**src/design/madt_entry_stream_parser_macros.svh**
```systemverilog
// Assertion macros shared by the parser modules.
// Each macro expects a clock named clk and a reset named rst in scope.
`ifndef MADT_ENTRY_STREAM_PARSER_MACROS_SVH
`define MADT_ENTRY_STREAM_PARSER_MACROS_SVH

// The consequent must hold in the same cycle as the antecedent.
`define MADT_ASSERT_NOW(label, ante, cons) \
  label: assert property (@(posedge clk) disable iff (rst) (ante) |-> (cons)) \
    else $error("madt assertion failed");

// The consequent must hold in the cycle after the antecedent.
`define MADT_ASSERT_NEXT(label, ante, cons) \
  label: assert property (@(posedge clk) disable iff (rst) (ante) |=> (cons)) \
    else $error("madt assertion failed");

`endif

```
**src/design/madt_pkg.sv**
```systemverilog
package madt_pkg;

  // Table limits on stored records.
  localparam int MAX_IO_CONTROLLERS = 8;
  localparam int MAX_OVERRIDES      = 16;

  localparam int IO_CNT_W  = $clog2(MAX_IO_CONTROLLERS + 1);
  localparam int OV_CNT_W  = $clog2(MAX_OVERRIDES + 1);
  localparam int CPU_CNT_W = 10;
  localparam logic [CPU_CNT_W-1:0] CPU_LIMIT = 10'd1023;

  // Table layout.
  localparam logic [31:0] WALK_FIRST  = 32'd44;
  localparam logic [29:0] LENGTH_WORD = 30'd1;   // bytes 4..7
  localparam logic [29:0] LAPIC_WORD  = 30'd9;   // bytes 36..39
  localparam int          REC_BYTES   = 10;      // record bytes 2..11

  // Record type codes.
  localparam logic [7:0] REC_LOCAL    = 8'd0;
  localparam logic [7:0] REC_IO       = 8'd1;
  localparam logic [7:0] REC_OVERRIDE = 8'd2;

  // Result kind codes.
  localparam logic [1:0] KIND_IO       = 2'd0;
  localparam logic [1:0] KIND_OVERRIDE = 2'd1;
  localparam logic [1:0] KIND_SUMMARY  = 2'd2;

  // Result queue.
  localparam int FIFO_DEPTH = 4;
  localparam int FIFO_PTR_W = $clog2(FIFO_DEPTH);
  localparam int FIFO_CNT_W = $clog2(FIFO_DEPTH + 1);

  typedef struct packed {
    logic [7:0] data_byte;
    logic       last_byte;
  } in_item_t;

  typedef struct packed {
    logic [1:0]  result_kind;
    logic [3:0]  record_index;
    logic [7:0]  id_or_source;
    logic [31:0] word_a;
    logic [31:0] gsi_base;
    logic        polarity_low;
    logic        trigger_level;
    logic [9:0]  lapic_count;
    logic [3:0]  io_count;
    logic [4:0]  ovr_count;
    logic        checksum_good;
    logic        table_usable;
  } out_item_t;

  // Queue writes requested by the walker for one byte.
  typedef struct packed {
    logic first;
    logic second;
  } madt_push_t;

endpackage

```
**src/design/madt_walker.sv**
```systemverilog
`include "madt_entry_stream_parser_macros.svh"

module madt_walker
  import madt_pkg::*;
(
  input  logic       clk,
  input  logic       rst,
  input  logic       advance,
  input  in_item_t   item,
  output madt_push_t push,
  output out_item_t  first_item,
  output out_item_t  second_item
);

  logic [31:0]          byte_position, byte_position_next;
  logic [31:0]          declared_length, declared_length_next;
  logic [31:0]          local_address, local_address_next;
  logic [7:0]           running_sum, running_sum_next;
  logic [31:0]          record_start, record_start_next;
  logic [7:0]           record_type, record_type_next;
  logic [7:0]           record_length, record_length_next;
  logic [7:0]           record_bytes [REC_BYTES];
  logic [7:0]           record_bytes_next [REC_BYTES];
  logic [CPU_CNT_W-1:0] cpus_seen, cpus_seen_next;
  logic [IO_CNT_W-1:0]  io_seen, io_seen_next;
  logic [OV_CNT_W-1:0]  overrides_seen, overrides_seen_next;
  logic                 walk_halted, walk_halted_next;

  logic [7:0]  b;
  logic        walking;
  logic [31:0] offset;
  logic [7:0]  bytes_view [REC_BYTES];
  logic        over_at_start;
  logic        over_after_one;
  logic        over_length;
  logic        finish;
  logic        begin_rec;
  logic        io_take;
  logic        ov_take;
  logic        cpu_take;
  out_item_t   rec_item;
  out_item_t   sum_item;

  always_comb begin
    b = item.data_byte;

    byte_position_next   = byte_position + 32'd1;
    declared_length_next = declared_length;
    local_address_next   = local_address;
    running_sum_next     = running_sum + b;
    record_start_next    = record_start;
    record_type_next     = record_type;
    record_length_next   = record_length;
    walk_halted_next     = walk_halted;

    if (byte_position[31:2] == LENGTH_WORD) begin
      declared_length_next[{byte_position[1:0], 3'b000} +: 8] =
        declared_length[{byte_position[1:0], 3'b000} +: 8] | b;
    end
    if (byte_position[31:2] == LAPIC_WORD) begin
      local_address_next[{byte_position[1:0], 3'b000} +: 8] =
        local_address[{byte_position[1:0], 3'b000} +: 8] | b;
    end

    walking = !walk_halted && (byte_position >= record_start);
    offset  = byte_position - record_start;

    // Record bytes as they stand once this byte is stored.
    for (int i = 0; i < REC_BYTES; i++) begin
      bytes_view[i] = (walking && offset == 32'(i + 2)) ? b : record_bytes[i];
    end

    over_at_start  = ({1'b0, record_start} + 33'd2) > {1'b0, declared_length};
    over_after_one = ({1'b0, record_start} + 33'd3) > {1'b0, declared_length};
    over_length    = ({1'b0, record_start} + {25'd0, b}) > {1'b0, declared_length};

    finish    = 1'b0;
    begin_rec = 1'b0;
    if (walking) begin
      priority if (offset == 32'd0) begin
        if (over_at_start) begin
          walk_halted_next = 1'b1;
        end else begin
          begin_rec = 1'b1;
        end
      end else if (offset == 32'd1) begin
        if (b == 8'd0 || over_length) begin
          walk_halted_next = 1'b1;
        end else begin
          record_length_next = b;
          if (b == 8'd1) begin
            // A one-byte record ends here and this byte opens the next one.
            finish            = 1'b1;
            record_start_next = record_start + 32'd1;
            if (over_after_one) begin
              walk_halted_next = 1'b1;
            end else begin
              begin_rec = 1'b1;
            end
          end else if (b == 8'd2) begin
            finish            = 1'b1;
            record_start_next = record_start + 32'd2;
          end
        end
      end else if (offset == 32'(record_length) - 32'd1) begin
        finish            = 1'b1;
        record_start_next = record_start + 32'(record_length);
      end else begin
        // A byte in the middle of a record is only stored.
      end
    end

    if (begin_rec) begin
      record_type_next   = b;
      record_length_next = 8'd0;
    end
    for (int i = 0; i < REC_BYTES; i++) begin
      record_bytes_next[i] = begin_rec ? 8'd0 : bytes_view[i];
    end

    io_take  = finish && record_type == REC_IO &&
               io_seen < IO_CNT_W'(MAX_IO_CONTROLLERS);
    ov_take  = finish && record_type == REC_OVERRIDE &&
               overrides_seen < OV_CNT_W'(MAX_OVERRIDES);
    cpu_take = finish && record_type == REC_LOCAL && cpus_seen < CPU_LIMIT;

    io_seen_next        = io_take  ? io_seen + IO_CNT_W'(1) : io_seen;
    overrides_seen_next = ov_take  ? overrides_seen + OV_CNT_W'(1) : overrides_seen;
    cpus_seen_next      = cpu_take ? cpus_seen + CPU_CNT_W'(1) : cpus_seen;

    rec_item = '0;
    if (io_take) begin
      rec_item.result_kind  = KIND_IO;
      rec_item.record_index = 4'(io_seen);
      rec_item.id_or_source = bytes_view[0];
      rec_item.word_a       = {bytes_view[5], bytes_view[4], bytes_view[3], bytes_view[2]};
      rec_item.gsi_base     = {bytes_view[9], bytes_view[8], bytes_view[7], bytes_view[6]};
    end else begin
      rec_item.result_kind   = KIND_OVERRIDE;
      rec_item.record_index  = 4'(overrides_seen);
      rec_item.id_or_source  = bytes_view[1];
      rec_item.word_a        = {bytes_view[5], bytes_view[4], bytes_view[3], bytes_view[2]};
      rec_item.polarity_low  = (bytes_view[6][1:0] == 2'b11);
      rec_item.trigger_level = (bytes_view[6][3:2] == 2'b11);
    end

    sum_item               = '0;
    sum_item.result_kind   = KIND_SUMMARY;
    sum_item.word_a        = local_address_next;
    sum_item.lapic_count   = cpus_seen_next;
    sum_item.io_count      = 4'(io_seen_next);
    sum_item.ovr_count     = 5'(overrides_seen_next);
    sum_item.checksum_good = (running_sum_next == 8'd0);
    sum_item.table_usable  = (local_address_next != 32'd0) && (io_seen_next != '0);

    push.first  = advance && (io_take || ov_take || item.last_byte);
    push.second = advance && (io_take || ov_take) && item.last_byte;
    first_item  = (io_take || ov_take) ? rec_item : sum_item;
    second_item = sum_item;

    // The summary closes the table; the next byte is offset zero again.
    if (item.last_byte) begin
      byte_position_next   = 32'd0;
      declared_length_next = 32'd0;
      local_address_next   = 32'd0;
      running_sum_next     = 8'd0;
      record_start_next    = WALK_FIRST;
      record_type_next     = REC_LOCAL;
      record_length_next   = 8'd0;
      cpus_seen_next       = '0;
      io_seen_next         = '0;
      overrides_seen_next  = '0;
      walk_halted_next     = 1'b0;
    end
  end

  always_ff @(posedge clk) begin
    if (rst) begin
      byte_position   <= 32'd0;
      declared_length <= 32'd0;
      local_address   <= 32'd0;
      running_sum     <= 8'd0;
      record_start    <= WALK_FIRST;
      record_type     <= REC_LOCAL;
      record_length   <= 8'd0;
      cpus_seen       <= '0;
      io_seen         <= '0;
      overrides_seen  <= '0;
      walk_halted     <= 1'b0;
    end else if (advance) begin
      byte_position   <= byte_position_next;
      declared_length <= declared_length_next;
      local_address   <= local_address_next;
      running_sum     <= running_sum_next;
      record_start    <= record_start_next;
      record_type     <= record_type_next;
      record_length   <= record_length_next;
      cpus_seen       <= cpus_seen_next;
      io_seen         <= io_seen_next;
      overrides_seen  <= overrides_seen_next;
      walk_halted     <= walk_halted_next;
    end
  end

  always_ff @(posedge clk) begin
    if (advance) begin
      for (int i = 0; i < REC_BYTES; i++) begin
        record_bytes[i] <= record_bytes_next[i];
      end
    end
  end

  `MADT_ASSERT_NOW(second_needs_last, push.second, item.last_byte && push.first)
  `MADT_ASSERT_NEXT(halt_sticks, walk_halted && !(advance && item.last_byte), walk_halted)
  `MADT_ASSERT_NEXT(table_restart, advance && item.last_byte,
                    byte_position == 32'd0 && record_start == WALK_FIRST && io_seen == '0)

endmodule

```
**src/design/madt_result_fifo.sv**
```systemverilog
`include "madt_entry_stream_parser_macros.svh"

module madt_result_fifo
  import madt_pkg::*;
(
  input  logic       clk,
  input  logic       rst,
  input  madt_push_t push,
  input  out_item_t  first_item,
  input  out_item_t  second_item,
  output logic       room,
  output logic       out_valid,
  input  logic       out_ready,
  output out_item_t  out_item
);

  out_item_t               entries [FIFO_DEPTH];
  logic [FIFO_PTR_W-1:0]   wr_ptr, wr_ptr_next;
  logic [FIFO_PTR_W-1:0]   rd_ptr, rd_ptr_next;
  logic [FIFO_CNT_W-1:0]   count, count_next;
  logic                    pop;
  logic [FIFO_CNT_W-1:0]   n_push;

  always_comb begin
    // Room for a record and a summary, judged on the registered count only.
    room      = count <= FIFO_CNT_W'(FIFO_DEPTH - 2);
    out_valid = count != '0;
    out_item  = entries[rd_ptr];
    pop       = out_valid && out_ready;
    n_push    = FIFO_CNT_W'(push.first) + FIFO_CNT_W'(push.second);

    wr_ptr_next = wr_ptr + FIFO_PTR_W'(n_push);
    rd_ptr_next = pop ? rd_ptr + FIFO_PTR_W'(1) : rd_ptr;
    count_next  = count + n_push - FIFO_CNT_W'(pop);
  end

  always_ff @(posedge clk) begin
    if (rst) begin
      wr_ptr <= '0;
      rd_ptr <= '0;
      count  <= '0;
    end else begin
      wr_ptr <= wr_ptr_next;
      rd_ptr <= rd_ptr_next;
      count  <= count_next;
    end
  end

  always_ff @(posedge clk) begin
    if (push.first) begin
      entries[wr_ptr] <= first_item;
    end
    if (push.second) begin
      entries[wr_ptr + FIFO_PTR_W'(1)] <= second_item;
    end
  end

  `MADT_ASSERT_NOW(no_overflow, 1'b1, count <= FIFO_CNT_W'(FIFO_DEPTH))
  `MADT_ASSERT_NOW(push_with_room, push.first, room)
  `MADT_ASSERT_NEXT(pop_drains, pop && !push.first,
                    count == FIFO_CNT_W'($past(count) - FIFO_CNT_W'(1)))

endmodule

```
**src/design/madt_entry_stream_parser.sv**
```systemverilog
// Streaming parser for the multiple-interrupt-controller table. Feed the
// table one byte per transaction from offset zero and flag the final byte
// with last_byte. Each byte is held in an input register and parsed in a
// single pass, so the block takes one byte every cycle as long as the
// result queue (four entries) has room for two results; an accepted byte
// passes through the input register and then the result queue before its
// results reach the output. IO controller records (kind 0) and interrupt
// override records (kind 1) are reported as they complete, local controller
// records are only counted, and the flagged last byte produces a summary
// (kind 2) after any record that ends on it. The walk of records starts at
// offset 44 and stops for good at a zero length or at a record that would
// run past the declared length; records beyond the storage limits are
// dropped without a result. After a summary the block is ready for a new
// table at offset zero. No clearing pass is needed after reset.
module madt_entry_stream_parser
  import madt_pkg::*;
(
  input  logic      clk,
  input  logic      rst,
  input  logic      in_valid,
  output logic      in_ready,
  input  in_item_t  in_item,
  output logic      out_valid,
  input  logic      out_ready,
  output out_item_t out_item
);

  // Input register: one byte waiting to be parsed.
  in_item_t   hold;
  logic       hold_valid;

  logic       room;
  logic       advance;
  madt_push_t push;
  out_item_t  first_item;
  out_item_t  second_item;

  // A held byte is parsed once the queue can take both of its results, and
  // the register refills in the same cycle.
  assign advance  = hold_valid && room;
  assign in_ready = !hold_valid || advance;

  always_ff @(posedge clk) begin
    if (rst) begin
      hold_valid <= 1'b0;
    end else if (in_ready) begin
      hold_valid <= in_valid;
    end
  end

  always_ff @(posedge clk) begin
    if (in_valid && in_ready) begin
      hold <= in_item;
    end
  end

  madt_walker u_walker (
    .clk         (clk),
    .rst         (rst),
    .advance     (advance),
    .item        (hold),
    .push        (push),
    .first_item  (first_item),
    .second_item (second_item)
  );

  madt_result_fifo u_fifo (
    .clk         (clk),
    .rst         (rst),
    .push        (push),
    .first_item  (first_item),
    .second_item (second_item),
    .room        (room),
    .out_valid   (out_valid),
    .out_ready   (out_ready),
    .out_item    (out_item)
  );

endmodule
```
**config.mk**
```make
export PLATFORM = sky130hd
export DESIGN_NAME = madt_entry_stream_parser
export DESIGN_NICKNAME = d
export VERILOG_FILES = /design/src/design/madt_pkg.sv /design/src/design/madt_walker.sv /design/src/design/madt_result_fifo.sv /design/src/design/madt_entry_stream_parser.sv
export VERILOG_INCLUDE_DIRS = /design/src /design/src/design
export SDC_FILE = /design/constraint.sdc
export NUM_CORES = 2
export LEC_CHECK = 0
export BUFFER_PORTS_ARGS = -buffer_cell sky130_fd_sc_hd__buf_2
export CORE_MARGIN = 2
export CORE_UTILIZATION = 51
export DETAILED_ROUTE_END_ITERATION = 6
export PLACE_DENSITY_LB_ADDON = 0.15
export SETUP_SLACK_MARGIN = 0.2
export SLEW_MARGIN = 15
export SYNTH_ARGS = -nofsm -noshare
export SYNTH_HDL_FRONTEND = slang
export SYNTH_SLANG_ARGS = --single-unit
export TNS_END_PERCENT = 1
```
**constraint.sdc**
```tcl
create_clock -name clk -period 14.9 [get_ports clk]
set_input_delay 2.235 -clock clk [delete_from_list [all_inputs] [get_ports clk]]
set_output_delay 2.235 -clock clk [all_outputs]
set_load 0.05 [all_outputs]
```
Word level (Yosys, flattened, before mapping). Memories as Yosys holds them, arrays and structs flattened. A register that Yosys moved wholly into a read port is not among the register bits. Cells that the tools add are included.

Register bits after elaboration: 189. Memory bits (read-only): 0. Output and inout bits: 103. Memories kept: 2. Bits in latches: 0. RAM bits: 484. Word-level logic and storage cells: 215. Input port bits: 13.

Memories: u_fifo.entries (words 4, bits a word 101, read ports 1, clocked after Yosys merged registers in 1, wr ports 2, RTL line madt_result_fifo.sv:17) `out_item_t entries [FIFO_DEPTH];`; u_walker.record_bytes (words 10, bits a word 8, read ports 10, clocked after Yosys merged registers in 0, wr ports 10, RTL line madt_walker.sv:22) `logic [7:0] record_bytes [REC_BYTES];`.

$lt $le $gt $ge: 8. Divide/modulo/power cells: 0. Bitwise logic cells: 2. Add/subtract/negate cells: 20. Equal/unequal tests: 26. Shifts and indexed selects: 5. Mux-type cells: 84. Reductions and logical operators: 51. Multiply operators: 0.

Operators by type and width (number): $mux W32 (14); $mux W8 (29); $eq A32 B3 Y1 const B (4); $eq A32 B4 Y1 const B (4); $mux W101 (1); $gt A33 B32 Y1 (3); $add A32 B2 Y33 const B (2); $add A32 B1 Y32 const B (2); $bwmux W32 (2); $eq A32 B2 Y1 const B (2); $shiftx A32 B6 Y8 (2); $shiftx A8 B7 Y32 (2); $mux W45 (1); $add A32 B8 Y33 (1); $add A32 B2 Y32 const B (1); $add A32 B8 Y32 (1); $eq A32 B1 Y1 const B (1); $eq A32 B32 Y1 (1); $ge A32 B32 Y1 (1); $logic_not A32 Y1 (1); $reduce_bool A32 Y1 (1); $shift A8 B7 Y32 const A (1); $sub A32 B32 Y32 (1); $eq A30 B1 Y1 const B (1); other kinds (39) (117).

Depth between registers and ports, before layout.
Depth after elaboration: 15. Depth in mapped cells: 33. Gate-level depth less buffers: 32.

Cells and area by module. A second synthesis with hierarchy kept.

Cells, all modules: 3758. Area, all modules: 42017.8 µm².

Modules (own cells, without submodules): madt_walker (area each 21715.8 µm², instances 1, cells each 2717, seq. area each 5845.6 µm²); madt_result_fifo (area each 19969.2 µm², instances 1, cells each 1026, seq. area each 12311.8 µm²); madt_entry_stream_parser (area each 332.8 µm², instances 1, cells each 15, seq. area each 290.3 µm²).

Least setup slack after synthesis. OpenSTA, ideal clock, no wires.

Kind: flip-flop to flip-flop. Start: register hold[2] (netlist name). End: memory u_fifo.entries[0][0] (netlist name) (enable). Slack: 7.727 ns. Required time: 14.488 ns. Period minus slack after synthesis: 7.173 ns. Arrival: 6.761 ns. Stages on the path, launching flop included: 28. Setup time: 0.412 ns. Path buffers: 5. Path through: edfxtp_1 clkbuf_1 inv_1 fa_1 inv_1 a21oi_1 o21bai_1 a31oi_1 a21oi_1 nor2b_1 nor2b_1 xnor2_1 ha_1 a21o_1 a21o_1 a211oi_1 o211ai_1 a211o_1 a21oi_1 nand4_1 or2_0 clkbuf_1 o41ai_2 o21ai_1 clkbuf_1 buf_2 buf_2 nand2_1.

RTL lines: start, declared (RTL line madt_entry_stream_parser.sv:29) `in_item_t hold;`; start signal, assigned (RTL line madt_entry_stream_parser.sv:53) `hold <= in_item;`; end, declared (RTL line madt_result_fifo.sv:17).

==> flow_metrics.py <==
metrics = {
    "run_status": {
        "outcome": "finished, final reports clean",
    },
    "detailed_routing": {
        "viasPerCell": 6.35,
        "post_drt_wl_per_cell_um": 23.8,
        "ant_nets": 0,
        "drt_iter0_drc": 2987,
        "drt_wl_total_um": 119000,
        "drt_first_pass_iters": 6,
        "vias": 31819,
        "drcViolationCount": 0,
    },
    "grt": {
        "grt_use_total_pct": 30.1,
        "antenna_found_initial": 0,
        "grt_pass1_vias": 30334,
        "grt_use_met2_pct": 49.4,
        "use_met1_pct": 39.8,
        "grt_pass1_wl_um": 182000,
        "grt_start_max_net_pins": 99,
        "top_usage_layer": "met2",
        "grt_remaining_overflow": 0,
        "gr-usage-met3_pct": 4.28,
    },
    "sta": {
        "fmax_mhz": 113,
        "hold_viol_final": 0,
        "setup_viol": 0,
        "skew_ns": 0.0479,
        "rsz0062_at_grt": "false",
        "maxSlewHeadroom_pct": 21.9,
        "tns_ns": 0,
        "fin_crit_ns": 8.86,
        "slew_viol_final": 0,
        "worst_slew_pin_slew_ns": 1.17,
        "min_period_over_period_pct": 59.5,
    },
    "clocking": {
        "clkLatencyLatePin_ns": 0.66,
        "cts_resized": 0,
        "numCtsBuffers": 76,
        "path_clk_slew_ns": 0.06,
        "ctsHoldBuffers": 0,
        "clock-sinks": 675,
        "cts_root_buf": "clkbuf_16",
        "post_cts_buffers": 0,
        "cts.path.max_buffers": 3,
        "ctsHtreeMaxLevel": 3,
        "cts_tree": "done",
    },
    "yosys": {
        "ys_ff_latch": 675,
        "synthFlopType": "dfxtp_1",
        "yosysMostFrequentCell": "nor2_1",
        "netlist_instances": 3997,
        "avgSynthCellArea_um2": 9.64,
        "ys_async_sr_fraction_pct": 0,
        "synth_nets": 4183,
        "netlist.area_leader.share_pct": 23.4,
        "synth_common_cells": "nor2_1, dfxtp_1, nand3_1",
        "synth_top_area_cell": "edfxtp_1",
        "netlist_area_mm2": 0.0385,
        "synth_edf_count": 301,
        "synth-seq-area-share_pct": 42.9,
        "synthTopCellsByArea": "edfxtp_1, dfxtp_1, mux4_2, ha_1, nor2_1",
        "ys_types": 104,
        "yosysWarnings": 0,
    },
    "floorplan": {
        "die_w_um": 279,
        "rows": 100,
        "start_util_pct": 51.6,
        "die_area_mm2": 0.0778,
        "coreArea_mm2": 0.0747,
        "io_pins": 116,
        "die_y_um": 279,
    },
    "critical_path": {
        "cp.required_ns": 15.18,
        "cp.arrival_ns": 9.14,
        "path_class": "flop to flop",
        "cp-start-kind": "flop",
        "end_kind": "flop",
        "cpLargestDelayFamily": "compound AO/OA/AOI/OAI gates",
        "path_buf_inv": 3,
        "cp_max_fo": 33,
        "critical-path-max-stage-delay_ns": 0.92,
        "crit_slowest_cell": "o41ai_2",
        "worstPathCellList": "inv_1, fa_1, inv_1, a21oi_1, o21bai_1, a31oi_1, a21oi_1, nor2b_1, nor2b_1, xnor2_1, ha_1, a21o_1, a21o_1, a211oi_1, o211ai_1, a211o_1, a21oi_1, nand4_1, or2_0, o41ai_2, o21ai_4, nand2_2, buf_4",
        "cp_common_cell": "a21oi_1",
    },
    "cells_and_area": {
        "n_fill_cell": 6596,
        "register_area_mm2": 0.0165,
        "drive_gt1_share_pct": 13.7,
        "synthToLayoutAreaGrowth_pct": 9.76,
        "num_antenna_cells": 0,
        "finalNonFillerCells": 5007,
        "multi_input_area_mm2": 0.0206,
        "nNetsFinal": 4164,
    },
    "placement": {
        "dp_cells": 4869,
        "gp_congestion": 0.976,
        "hpwl_um": 79800,
        "io_buffers": 115,
    },
    "pwr": {
        "pwr_density_cell_mw_per_mm2": 112,
        "ir_drop_mv": 0.0765,
        "cellLeakagePower_uw": 0.0146,
    },
    "hold_path": {
        "hold_class": "flop to flop",
    },
    "flow_run": {
        "drv_cap": 0,
    },
}
==> cells by family after synthesis <==
kind of cell,share of synthesized area [%]
AOI/OAI and AO/OA,14.7
xor gates and xnor gates,4.26
adders and majority gates,5.71
buffers and inverters,4.04
DFF,42.9
muxes,10.9
and+or+nand+nor,17.5
==> layer usage <==
metal,wire length (um),up-vias
met5,0,-
met3,7390,296
li1,-,14802
met4,5230,0
met2,56000,1237
met1,50400,15484
==> worst register-to-register path, cell delays in order (launching register included) <==
cell      delay [ns]
dfxtp_1         0.65
inv_1           0.29
fa_1            0.48
inv_1           0.08
a21oi_1         0.06
o21bai_1        0.22
a31oi_1         0.16
a21oi_1         0.45
nor2b_1         0.33
nor2b_1         0.39
xnor2_1         0.18
ha_1            0.27
a21o_1          0.16
a21o_1          0.17
a211oi_1        0.24
o211ai_1        0.13
a211o_1         0.31
a21oi_1         0.59
nand4_1         0.28
or2_0           0.41
o41ai_2         0.92
o21ai_4         0.45
nand2_2         0.65
buf_4           0.58
==> flip-flops by register name (all words and copies together), names as in the netlist, 5 cells and up, named ones only <==
| register | flops |
|---|---|
| u_walker.declared_length | 32 |
| u_walker.local_address | 32 |
| u_walker.record_bytes | 80 |
| u_walker.byte_position | 32 |
| u_walker.running_sum | 8 |
| hold | 9 |
| u_walker.overrides_seen | 5 |
| u_fifo.entries | 404 |
| u_walker.record_length | 8 |
| u_walker.cpus_seen | 10 |
| u_walker.record_type | 8 |
| u_walker.record_start | 32 |
==> power breakdown <==
part	leakage [uW]	switching (uW)	internal (uW)
logic	0.00771	572	271
registers	0.00571	49.4	2000
clock network	0.00119	818	1050
total	0.0146	1440	3320
==> per-stage QoR <==
stage	power (uW)	hold WS, ns	utilization, %	instance area, um2	worst slack (ns)
4_1_cts	4780	0.445	56.6	42300	6.11
2_1_floorplan	2710	0.418	-	38500	7.73
3_5_place_dp	2930	0.433	53.3	39800	6.19
5_1_grt	4900	0.456	56.6	42300	5.45
6_report	4760	0.449	56.6	42300	6.04
3_3_place_gp	2930	0.431	53.3	39800	6.38
==> placed cells by master (no fill, tap or decap), types with 18 or more instances in the layout <==
| cell | count |
|---|---|
| nor2_1 | 434 |
| dfxtp_1 | 372 |
| nand3_1 | 302 |
| edfxtp_1 | 301 |
| nand2_1 | 265 |
| a21oi_1 | 210 |
| o21ai_0 | 188 |
| ha_1 | 168 |
| xnor2_1 | 137 |
| o22ai_1 | 133 |
| mux4_2 | 117 |
| buf_2 | 114 |
| inv_1 | 102 |
| o21ai_1 | 84 |
| nand4_1 | 80 |
| mux2i_1 | 77 |
| clkbuf_16 | 76 |
| buf_4 | 67 |
| mux2_2 | 62 |
| nor3_1 | 60 |
| a21o_1 | 55 |
| xor2_1 | 48 |
| a21boi_0 | 33 |
| and3_1 | 29 |
| nor4_1 | 29 |
| or3_1 | 24 |
| a31oi_1 | 23 |
| nor3b_1 | 21 |
| nor2b_1 | 20 |
| clkbuf_1 | 19 |
| and2_1 | 18 |
| o21a_1 | 18 |
| nand2b_1 | 18 |
==> worst paths after layout <==
check / startpoint / endpoint / slack, ns / cells past startpoint
max: u_walker.record_start[1] / u_fifo.entries[2][55] / 6.04 / 23
min: u_fifo.entries[0][100] / u_fifo.entries[0][100] / 0.45 / 2
max reg2reg: u_walker.record_start[1] / u_fifo.entries[2][55] / 6.04 / 23
min reg2reg: u_fifo.entries[0][100] / u_fifo.entries[0][100] / 0.45 / 2
==> final cells by class <==
cell class	count	share of cell area, %
Sequential cell	675	39.1
Tap cell	969	2.87
Timing Repair Buffer	181	2.54
Multi-Input combinational cell	2935	48.7
Clock inverter	39	1.06
Inverter	109	0.973
Clock buffer	99	4.79
No activity file was read; power rests on OpenSTA's default activity.
